--- config.mk ---
export PLATFORM = sky130hd
export DESIGN_NAME = nbge_ram
export DESIGN_NICKNAME = d
export VERILOG_FILES = /design/src/hw/rtl/nbge_ram.sv
export SDC_FILE = /design/constraint.sdc
export NUM_CORES = 2
export LEC_CHECK = 0
export CAP_MARGIN = 25
export CORE_ASPECT_RATIO = 1.4
export CORE_MARGIN = 5
export CORE_UTILIZATION = 30
export DETAILED_ROUTE_END_ITERATION = 12
export DONT_BUFFER_PORTS = 1
export GPL_TIMING_DRIVEN = 0
export SLEW_MARGIN = 20
export SYNTH_ARGS = -nofsm -noshare
export SYNTH_HDL_FRONTEND = slang
export SYNTH_SLANG_ARGS = --single-unit
--- constraint.sdc ---
create_clock -name clk -period 6.13 [get_ports clk]
set_clock_uncertainty 0.05 [all_clocks]
set_input_delay 1.839 -clock clk [delete_from_list [all_inputs] [get_ports clk]]
set_output_delay 1.839 -clock clk [all_outputs]
set_load 0.02 [all_outputs]
--- src/hw/rtl/nbge_ram.sv ---
// generic single write, single read synchronous ram with registered read data
`timescale 1ns / 1ps
`default_nettype none

module nbge_ram #(
    parameter int WIDTH = 32,
    parameter int DEPTH = 64
) (
    input  wire logic                     clk,
    input  wire logic                     we,
    input  wire logic [$clog2(DEPTH)-1:0] waddr,
    input  wire logic [WIDTH-1:0]         wdata,
    input  wire logic [$clog2(DEPTH)-1:0] raddr,
    output logic      [WIDTH-1:0]         rdata
);

    logic [WIDTH-1:0] mem_reg [DEPTH];
    logic [WIDTH-1:0] rdata_reg;

    // write port and registered read port
    always_ff @(posedge clk)
    begin
        if (we)
        begin
            mem_reg[waddr] <= wdata;
        end
        rdata_reg <= mem_reg[raddr];
    end

    assign rdata = rdata_reg;

endmodule

`default_nettype wire

-- Word-level counts from Yosys, hierarchy flattened
Memories as Yosys holds them, arrays and structs flattened. A register that Yosys moved wholly into a read port is not among the register bits.
Index checks and enable logic that the tools add are counted.
- latch bits: 0
- input port bits: 46
- RAM bits: 2048
- output and inout port bits: 32
- register bits after elaboration: 0
- memories kept: 1
- bits in read-only memories: 0
- reduce and logical (&&, ||, !) cells: 0
- equal/unequal tests: 0
- add/subtract/negate cells: 0
- bitwise gates (word level): 0
- divide/modulo/power cells: 0
- mux-type cells: 2
- $mul: 0
- magnitude comparators: 0
- shifts and indexed selects: 0
- memory list (name ; depth ; bits a word ; read ports ; clocked after memory_dff ; wr ports ; RTL line ; source):
    mem_reg ; 64 ; 32 ; 1 ; 1 ; 1 ; 17 ; logic [WIDTH-1:0] mem_reg [DEPTH];
- operators by type and width (operator ; number):
    $mux 1 ; 2

-- Logic depth before layout (Yosys ltp)
- word-level depth: 2
- depth in mapped cells: 10

-- Worst setup path before layout
No wires, ideal clock.
- kind: input to register
- start point: input port waddr[3]
- end point: memory mem_reg[48][0], enable pin
- required time: 5.619 ns
- arrival time: 4.538 ns
- slack: 1.081 ns
- buffers on the path: 1
- stages on the path: 4
- cell sequence: clkbuf_1 -> nor2b_1 -> nand4b_1 -> nor3_1
- RTL lines (element ; RTL line ; source):
    start: declaration ; 11 ; input wire logic [$clog2(DEPTH)-1:0] waddr,
    end: declaration ; 17 ;
Straight into the memory's write port.

==> results.ini <==
[floorplanning]
rows=222
fp.dieH_um=615.3
fp.dieArea_um2=272200
start_util_pct=30.10
placeableCoreArea_um2=260800
pin_count=78
die_w_um=442.4

[route]
route.detailed.drc=0
viasPerCell=5.308
vias=38760
drtIter0Drc=5876
wl_per_cell_um=33.73
wl_um=246300
dr.pass1.iters=6
ant_nets=0

[yosys]
synth.cell_area_um2=78520
synth_cell_types=34
netlist_instances=3324
seq_area_frac_synth_pct=79.14
async_flop_share_pct=0
yosys-top-cells-area=edfxtp_1, mux4_2, mux2i_1
yosys_warnings=0
ys_ff_latch=2080
syn_area_per_cell_um2=23.62
synth_most_common_cell=edfxtp_1
syn_nets=3370
synthDominantCellAreaShare_pct=78.33
yosysTopAreaCell=edfxtp_1
synth_edf_count=2048
synth_top_cells_by_count=edfxtp_1, mux4_2, nor2_1
ys.flop_type=edfxtp_1

[global_routing]
grt-ovfl-total=0
grt_max_degree=65
antenna_found_initial=34
grt_pass1_vias=39100
track_usage_pct=17.61
grt_pass1_wl_um=332000

[place]
dpl.hpwl_um=164900
place.gp.congestion=0.9896
portBuffers=0
post-place-cells=6930
post-place-ws_ns=0.08608

[layout]
drive_gt1_share_pct=29.94
multi_input_area_um2=15970
area_growth_pct=17.97
nNetsFinal=3709
fin_cells=7302
largest_register_ffs=2048
fillCellCount=23530
layout.area.seq_um2=62140

[critical_path]
critPathArrivalTime_ns=6.04
path_class=in -> reg
slowest_stage=a21oi_1
crit_fanout=10
cp-end-kind=flip-flop
cp.buffers_inverters=5
worstPathCellList=buf_2 > buf_2 > buf_2 > clkbuf_1 > buf_2 > mux2i_1 > a21oi_1 > a21oi_1 > nor2_1
critPathTopFamily=buffers and inverters
required_ns=6.69
cpMostUsedCell=buf_2
crit_path_start_kind=input port
critPathMaxStageDelay_ns=0.72

[sta]
worstMarginPinSlew_ns=1.285
fin_crit_ns=5.474
rsz0062_at_grt=no
setup_viol=0
worst_slack_ns=0.6559
relSlewSlack_pct=14.34
slew_violations=0
holdWs_ns=1.006
hold_violations=0
fmax_ghz=0.1827
post-route-period-util_pct=89.30

[power]
p_int_uw=23110
p_sw_uw=6347
power.total_uw=29460
pwr-share-comb_pct=4.8
p_leak_uw=0.02823
p_seq_share_pct=53.7
clkPwrFrac_pct=41.5
ir_drop_mv=0.2457
power-per-cell-area_nw_per_um2=318.1
switching_share_pct=21.54

[clock_network]
ctsHoldBuffers=0
cts_tree=done
post_cts_buffers=0
cts_max_path_buffers=4
htreeDepth=4
cts.sinks=2080
clk_latency_ns=0.90
root_buffer=clkbuf_16
clkTransAtPathRegs_ns=0.06
cts_resized=0
numCtsBuffers=203

[run_status]
status=finished, final reports clean

[job]
cap_violations=0

[worst_hold_path]
hold_path_class=in -> reg

final timing paths:
| check | from | to | slack (ns) | depth (start not counted) |
|---|---|---|---|---|
| min | wdata[17] | mem_reg[38][17]$_DFFE_PP_ | 1.01 | 0 |
| max reg2reg | mem_reg[47][27]$_DFFE_PP_ | rdata[27]$_DFF_P_ | 3.16 | 5 |
| max | raddr[1] | rdata[27]$_DFF_P_ | 0.66 | 9 |
| min reg2reg | mem_reg[12][8]$_DFFE_PP_ | rdata[8]$_DFF_P_ | 1.03 | 4 |
power by group through the flow:
| stage | registers, µW | clock network (µW) | logic [µW] |
|---|---|---|---|
| after floorplan | 16100 | 0 | 766 |
| after global placement | 16100 | 0 | 1360 |
| after detailed placement | 16100 | 0 | 1410 |
| after CTS | 15800 | 12400 | 1410 |
| after global routing | 15800 | 13000 | 1440 |
| final | 15800 | 12200 | 1420 |
layer usage:
layer  up-vias  GRT usage [%]  part of all wire, %
li1      15000              -                    -
met1     20840          20.11                   33
met5         -         0.2469                0.096
met2      2286          29.92                   50
met3       611          4.674                  9.8
met4        14          10.02                  6.9
cell families after synthesis:
kind of cell | Yosys count | synth area share (%)
AND/OR/NAND/NOR | 223 | 1.265
buffers and inverters | 182 | 1.128
multiplexers | 637 | 16.79
AO/OA/AOI/OAI | 202 | 1.673
flip-flops | 2080 | 79.14
cell type report:
class                           instances  share of cell area [%]
Sequential cell                      2080                   67.09
Clock buffer                          253                   5.777
Tap cell                             3472                   4.690
Clock inverter                        106                   1.079
Multi-Input combinational cell       1062                   17.24
Antenna cell                           13                 0.03512
Timing Repair Buffer                  134                   3.110
Buffer                                182                  0.9874
per-stage QoR:
| step | instance area, µm² | util [%] | TNS, ns |
|---|---|---|---|
| global route | 92600 | 35.50 | 0 |
| global placement | 82860 | 31.77 | -1005.67 |
| finish | 92630 | 35.51 | 0 |
| detailed placement | 86240 | 33.07 | 0 |
| floorplan | 78520 | - | 0 |
| CTS | 92600 | 35.50 | 0 |
cells in the final DEF, fill, tap and decap left out, types with 16 or more instances in the layout:
cell,synthesis,final
dfxtp_1,32,32
buf_12,0,67
mux4_2,544,544
mux2i_1,93,93
buf_4,25,37
clkinv_2,0,34
buf_2,57,61
clkbuf_2,0,19
o22ai_1,84,84
o221ai_1,27,27
nor2_4,0,62
buf_16,0,51
a21oi_1,62,62
buf_1,21,17
nor2_1,137,75
bufinv_16,0,16
clkbuf_1,74,94
clkbuf_16,0,204
edfxtp_1,2048,2048
clkinv_1,0,33
nand2_1,26,26
Power figures use the tool's default switching activity.
