## config.mk

```make
export PLATFORM = sky130hd
export DESIGN_NAME = nbge_div
export DESIGN_NICKNAME = d
export VERILOG_FILES = /design/src/hw/rtl/nbge_pkg.sv /design/src/hw/rtl/nbge_div.sv
export SDC_FILE = /design/constraint.sdc
export NUM_CORES = 1
export LEC_CHECK = 0
export BUFFER_PORTS_ARGS = -buffer_cell sky130_fd_sc_hd__buf_4
export CORE_MARGIN = 5
export CORE_UTILIZATION = 25
export DETAILED_ROUTE_END_ITERATION = 7
export GPL_TIMING_DRIVEN = 0
export HOLD_SLACK_MARGIN = 0.08
export PLACE_DENSITY_LB_ADDON = 0.1
export SYNTH_ARGS = -nofsm -noshare
export SYNTH_HDL_FRONTEND = slang
export SYNTH_SLANG_ARGS = --single-unit
export TNS_END_PERCENT = 100
```

## constraint.sdc

```tcl
create_clock -name clk -period 3.43 [get_ports clk]
set_clock_uncertainty 0.15 [all_clocks]
set_input_delay 0.686 -clock clk [delete_from_list [all_inputs] [get_ports clk]]
set_output_delay 0.686 -clock clk [all_outputs]
set_load 0.005 [all_outputs]
```

## src/hw/rtl/nbge_pkg.sv

```systemverilog
// shared constants, state type and saturation helpers for the n-body euler step block
`timescale 1ns / 1ps
`default_nettype none

package nbge_pkg;

    localparam int MAX_BODIES    = 64;
    localparam int IDX_W         = $clog2(MAX_BODIES);
    localparam int CNT_W         = $clog2(MAX_BODIES + 1);
    localparam int SOFTENING_LSB = 66;

    // body entry: mass, pos x, pos y, vel x, vel y
    localparam int BODY_W  = 160;
    localparam int FORCE_W = 48;
    localparam int FACC_W  = 2 * FORCE_W;

    // serial divider sizes
    localparam int DIV_W     = 96;
    localparam int DEN_W     = 34;
    localparam int DIV_CNT_W = $clog2(DIV_W);

    localparam logic [31:0] GRAV_RESET = 32'h0001_0000;

    localparam logic [1:0] CMD_ADD   = 2'd0;
    localparam logic [1:0] CMD_STEP  = 2'd1;
    localparam logic [1:0] CMD_CLEAR = 2'd2;

    localparam logic [1:0] STAT_OK    = 2'd0;
    localparam logic [1:0] STAT_FULL  = 2'd1;
    localparam logic [1:0] STAT_EMPTY = 2'd2;

    typedef enum logic [5:0] {
        ST_IDLE,
        ST_ROW_RD,
        ST_ROW_LD,
        ST_PAIR_RD,
        ST_PAIR_LD,
        ST_DIFF,
        ST_SQX,
        ST_SQY,
        ST_SQRT,
        ST_MM,
        ST_GP_LO,
        ST_GP_HI,
        ST_Q_GO,
        ST_Q_WT,
        ST_F_GO,
        ST_F_WT,
        ST_FX_LO,
        ST_FX_HI,
        ST_FX_GO,
        ST_FX_WT,
        ST_FY_LO,
        ST_FY_HI,
        ST_FY_GO,
        ST_FY_WT,
        ST_ACC,
        ST_ROW_END,
        ST_UPD_RD,
        ST_UPD_LD,
        ST_AX_GO,
        ST_AX_WT,
        ST_AY_GO,
        ST_AY_WT,
        ST_VMUL,
        ST_VADD,
        ST_XMUL,
        ST_XADD
    } state_t;

    // clamp a 49-bit sum to the 48-bit signed range
    function automatic logic [47:0] sat48(input logic [48:0] v);
        logic [47:0] r;
        if (v[48] != v[47]) begin
            r = v[48] ? {1'b1, 47'b0} : {1'b0, {47{1'b1}}};
        end
        else begin
            r = v[47:0];
        end
        return r;
    endfunction

    // clamp a 50-bit sum to the 32-bit signed range
    function automatic logic [31:0] sat32(input logic [49:0] v);
        logic [31:0] r;
        if (v[49:31] != {19{v[49]}}) begin
            r = v[49] ? {1'b1, 31'b0} : {1'b0, {31{1'b1}}};
        end
        else begin
            r = v[31:0];
        end
        return r;
    endfunction

endpackage

`default_nettype wire

```

## src/hw/rtl/nbge_div.sv

```systemverilog
// restoring divider, one quotient bit per cycle, shared by all divisions of the block
`timescale 1ns / 1ps
`default_nettype none

module nbge_div (
    input  wire logic                       clk,
    input  wire logic                       rst_n,
    input  wire logic                       start,
    input  wire logic [nbge_pkg::DIV_W-1:0] dividend,
    input  wire logic [nbge_pkg::DEN_W-1:0] divisor,
    output logic                            done,
    output logic      [nbge_pkg::DIV_W-1:0] quotient
);

    import nbge_pkg::*;

    logic                 run_reg, run_next;
    logic                 done_reg, done_next;
    logic [DIV_CNT_W-1:0] cnt_reg, cnt_next;
    logic [DIV_W-1:0]     num_reg;
    logic [DEN_W-1:0]     rem_reg;
    logic [DEN_W-1:0]     den_reg;

    logic [DEN_W:0]       trial;
    logic [DEN_W:0]       diff;
    logic                 ge;

    // one trial subtraction
    assign trial = {rem_reg, num_reg[DIV_W-1]};
    assign diff  = trial - {1'b0, den_reg};
    assign ge    = (trial >= {1'b0, den_reg});

    // step counter
    always_comb
    begin
        run_next  = run_reg;
        cnt_next  = cnt_reg;
        done_next = 1'b0;
        if (start)
        begin
            run_next = 1'b1;
            cnt_next = '0;
        end
        else if (run_reg)
        begin
            cnt_next = cnt_reg + 1'b1;
            if (cnt_reg == DIV_CNT_W'(DIV_W - 1))
            begin
                run_next  = 1'b0;
                done_next = 1'b1;
            end
        end
    end

    always_ff @(posedge clk or negedge rst_n)
    begin
        if (!rst_n)
        begin
            run_reg  <= 1'b0;
            done_reg <= 1'b0;
            cnt_reg  <= '0;
        end
        else
        begin
            run_reg  <= run_next;
            done_reg <= done_next;
            cnt_reg  <= cnt_next;
        end
    end

    // dividend shifts out as quotient shifts in
    always_ff @(posedge clk)
    begin
        if (start)
        begin
            num_reg <= dividend;
            rem_reg <= '0;
            den_reg <= divisor;
        end
        else if (run_reg)
        begin
            num_reg <= {num_reg[DIV_W-2:0], ge};
            rem_reg <= ge ? diff[DEN_W-1:0] : trial[DEN_W-1:0];
        end
    end

    assign done     = done_reg;
    assign quotient = num_reg;

endmodule

`default_nettype wire

```

After elaboration in Yosys (flattened, before gate mapping) --
Cells that the tools add are included.
Storage, ports and cells: bits in registers 173, bits of input ports 133, output and inout port bits 97
Operators by class: add/subtract/negate cells 2, $lt $le $gt $ge 1, equal/unequal tests 1, mux-type cells 11, reduce and logical (&&, ||, !) cells 1
Operator list (number):
- $mux W96 | 2
- $ge A35 B34 Y1 | 1
- $mux W34 | 1
- $sub A34 B34 Y34 | 1
- $mux W7 | 2
- $add A7 B1 Y7 const B | 1
- $eq A7 B7 Y1 const B | 1
- $mux W1 | 6
- $reduce_bool A2 Y1 | 1

Depth between registers and ports, before layout --
depth after elaboration 4, gate-level depth with buffers 13

Worst setup path after synthesis --
Ideal clock, no wire load.
path kind in2reg, start in start, end reg num_reg[0] (netlist: quotient[0]), enable pin, setup time 0.414 ns, arrival 2.386 ns, required time 2.866 ns, setup slack 0.480 ns, stages on the path 3, path buffers 2, cells stage by stage clkbuf_1 clkbuf_1 or2_2
On the way: word-level cells in the longest chain between the ends 1
Ends and longest elaborated chain:
- from (decl) | line nbge_div.sv:8 | input wire logic start,
- $reduce_bool A2 Y1 (no source line)
- to (signal assigned) | line nbge_div.sv:76 | num_reg <= dividend;
- to (signal assigned) | line nbge_div.sv:82 | num_reg <= {num_reg[DIV_W-2:0], ge};
- to (decl) | line nbge_div.sv:20 | logic [DIV_W-1:0] num_reg;
Every way passes these cells. A chain may end at the register's enable or synchronous reset.

Worst setup path after layout --
start reg den_reg[14], end reg rem_reg[21]
On the way: word-level cells in the longest chain between the ends 2
Ends and longest elaborated chain:
- from (decl) | line nbge_div.sv:22 | logic [DEN_W-1:0] den_reg;
- from (signal assigned) | line nbge_div.sv:78 | den_reg <= divisor;
- $sub A34 B34 Y34 or $ge A35 B34 Y1 (tied branches) | line nbge_div.sv:30, nbge_div.sv:31
- $mux W34 (*) | line nbge_div.sv:83 | rem_reg <= ge ? diff[DEN_W-1:0] : trial[DEN_W-1:0];
- to (signal assigned) | line nbge_div.sv:83
- to (decl) | line nbge_div.sv:21 | logic [DEN_W-1:0] rem_reg;
Every way passes the cells marked *; elsewhere a longest branch is shown, timed or not.

==> flow_summary.json <==
{
  "worst_ep_required_time_ps": 3670,
  "internal-power_mw": 3.94,
  "power_mw": 5.27,
  "core_mm2": 0.0357,
  "clockRootBuffer": "clkbuf_16",
  "worst_ep_arrival_time_ps": 3480,
  "period_share_pct": 94.3,
  "drive_gt1_share_pct": 38.3,
  "cts_tree": "built",
  "placementRows": 69,
  "drv_slew": 0,
  "clockPowerShare_pct": 38.5,
  "grt_pass1_wl_mm": 43.8,
  "hp-class": "primary input to register",
  "cts_buffers": 17,
  "ir_drop_uv": 347,
  "rsz0062_at_grt": "false",
  "setup_viol_count_final": 0,
  "fillers": 3707,
  "antenna_found_initial": 1,
  "die_w_um": 201,
  "worstSkewPairLatency_ps": 450,
  "grt_start_max_net_pins": 51,
  "slew_headroom_pct": 48.8,
  "clock_sinks": 173,
  "synth-compound-area-share_pct": 11.8,
  "grt_pass1_vias": 7401,
  "max_cap_violations": 0,
  "switching_share_pct": 25.2,
  "hpwlAfterDp_mm": 21.2,
  "gp_congestion": 0.791,
  "io_buffers": 229,
  "syn_avg_cell_area_um2": 11.8,
  "fin_nets": 1190,
  "netlist_top_cells_area": "edfxtp_1 43%, mux2_2 12%, dfxtp_1 7.5%",
  "synthArstFlopShare_pct": 5.20,
  "yosys-mux-area-fraction_pct": 13.8,
  "clock_path_buffers": 2,
  "synth-seq-area-share_pct": 52.9,
  "tightestPinTransition_ps": 768,
  "synthDominantCellAreaShare_pct": 42.9,
  "antenna_cells": 0,
  "hold_violations": 0,
  "netlist_instances": 771,
  "fin_setup_tns_ps": 0,
  "end_kind": "register",
  "status": "finished, final reports clean",
  "dieArea_mm2": 0.0403,
  "synth_cell_types": 72,
  "ys_ff_latch": 173,
  "max_freq_mhz": 309,
  "setup_ws_ps": 194,
  "via_per_inst": 4.56,
  "start_kind": "register",
  "wirelength_mm": 28.3,
  "wire_per_inst_um": 18.9,
  "syn_area_mm2": 0.00910,
  "yosysTopAreaCell": "edfxtp_1",
  "initial_core_util_pct": 25.4,
  "pre_cts_slack_ps": -422,
  "ant_nets": 0,
  "synthAdderAreaFrac_pct": 5.03,
  "synth-xor-area-share_pct": 2.89,
  "fin_crit_ps": 3240,
  "power_density_mw_per_mm2": 437,
  "synthTopCellsByCount": "130 x edfxtp_1, 97 x mux2_2, 73 x nor2_1, 51 x a21oi_1, 45 x inv_1",
  "gr-total-overflow": 0,
  "largest_register_ffs": 96,
  "seqPwrFrac_pct": 47.8,
  "p_leak_nw": 5.13,
  "die_h_um": 201,
  "first_pass_iters": 4,
  "yosysMostFrequentCell": "edfxtp_1",
  "min_from": "divisor[24]",
  "yosys.area_share.simple_pct": 9.74,
  "clk_pin_slew_ps": 80,
  "synth_ff_type": "edfxtp_1",
  "power_frac_comb_pct": 13.7,
  "cp_slowest_cell": "or3_1",
  "startpoint": "den_reg[14]",
  "slowest_delay_ps": 450,
  "vias": 6822,
  "grt_use_total_pct": 13.9,
  "ios": 230,
  "cp_max_fo": 9,
  "cp_cell_sequence": "inv_1, ha_1, buf_4, nand2_1, or3_1, a211oi_4, nor4b_4, o21ai_4, nand2_4, or2_0, or3b_1, nand3_1",
  "p_switching_mw": 1.33,
  "synth_top_family_by_area": "multiplexers",
  "whs_ps": 258,
  "path_class": "register to register",
  "syn_nets": 940,
  "drt-initial-drc-count": 333,
  "reg2reg_from": "den_reg[14]",
  "area_growth_pct": 32.6,
  "synth-edff-count": 130,
  "cts.htree.levels": 4,
  "drc": 0,
  "synth_warnings": 0
}
[worst max-delay path, delay by kind of cell, from the launching register on]
kind,cells,cell delay (ps)
AO/OA/AOI/OAI,2,570
adder cells (fa/ha/maj),1,260
buffers and inverters,2,190
flip-flops,1,330
AND/OR/NAND/NOR,7,1680
[worst paths after layout]
kind / slack (ps) / end / cells past startpoint
max in group asynchronous: 2500 / cnt_reg[5] / 2
min in group asynchronous: 490 / done / 2
max: 190 / rem_reg[21] / 12
max reg2reg: 190 / rem_reg[21] / 12
min reg2reg: 350 / rem_reg[31] / 2
min: 260 / den_reg[24] / 1
[metal layers]
metal	global-route usage [%]	share of wire, %
met5	0	0.071
met4	2.58	0.65
met3	6.75	9.7
met2	22.2	46
met1	17.2	44
[power by group through the flow]
stage | clock, mW | sequential, mW | combinational [mW]
4_1_cts | 2.10 | 2.52 | 0.736
6_report | 2.03 | 2.52 | 0.723
2_1_floorplan | 0 | 2.56 | 0.307
3_5_place_dp | 0 | 2.56 | 0.732
3_3_place_gp | 0 | 2.57 | 0.732
5_1_grt | 2.18 | 2.54 | 0.800
[cells by family (layout without fill, tap and decap cells)]
family / after synthesis / after routing
and+or+nand+nor: 178 / 178
muxes: 113 / 113
buffers and inverters: 85 / 348
xor gates and xnor gates: 30 / 30
AOI/OAI and AO/OA: 156 / 156
adders and majority gates: 36 / 36
DFF: 173 / 173
[through the flow]
stage | instance area [um^2] | std cells | utilization [%]
floorplan | 9100 | 771 | -
global placement | 11400 | 1461 | 31.9
detailed placement | 11400 | 1462 | 32.0
CTS | 12000 | 1495 | 33.6
global route | 12100 | 1495 | 33.7
finish | 12100 | 1495 | 33.7
[layout make-up]
class / count / area, um^2 / area share (%)
Clock buffer: 18 / 429 / 3.56
Clock inverter: 14 / 161 / 1.34
Multi-Input combinational cell: 513 / 3970 / 32.9
Inverter: 45 / 169 / 1.40
Sequential cell: 173 / 4810 / 39.9
Tap cell: 461 / 577 / 4.78
Timing Repair Buffer: 231 / 1760 / 14.6
Buffer: 40 / 191 / 1.59
[cell usage in the layout, fill, tap and decap left out, types with 3 or more instances in the layout]
master / n
o21a_1: 7
nand2b_1: 6
a211o_1: 4
dfxtp_1: 34
clkbuf_16: 17
inv_6: 3
buf_4: 234
xor2_1: 15
nor3_1: 9
or3_1: 5
nor2_1: 73
o211ai_1: 3
inv_1: 45
nand2_1: 32
edfxtp_1: 130
buf_1: 4
a21o_1: 14
dfrtp_1: 9
clkbuf_1: 21
buf_2: 7
mux2_2: 97
a211oi_1: 25
xnor2_1: 15
mux2i_1: 15
ha_1: 35
o21ai_0: 18
o21bai_1: 4
nand4_1: 12
and3_1: 5
a21oi_1: 50
nand3_1: 11
[timing repair]
| item | CTS | global route |
|---|---|---|
| buffers inserted | 0 | 0 |
| gates resized for setup | 0 | 8 |
| endpoints found under the hold margin | 9 | 0 |
| endpoints found under the setup margin | 0 | 15 |
| hold buffers | 1 | 0 |
Power figures use the tool's default switching activity.
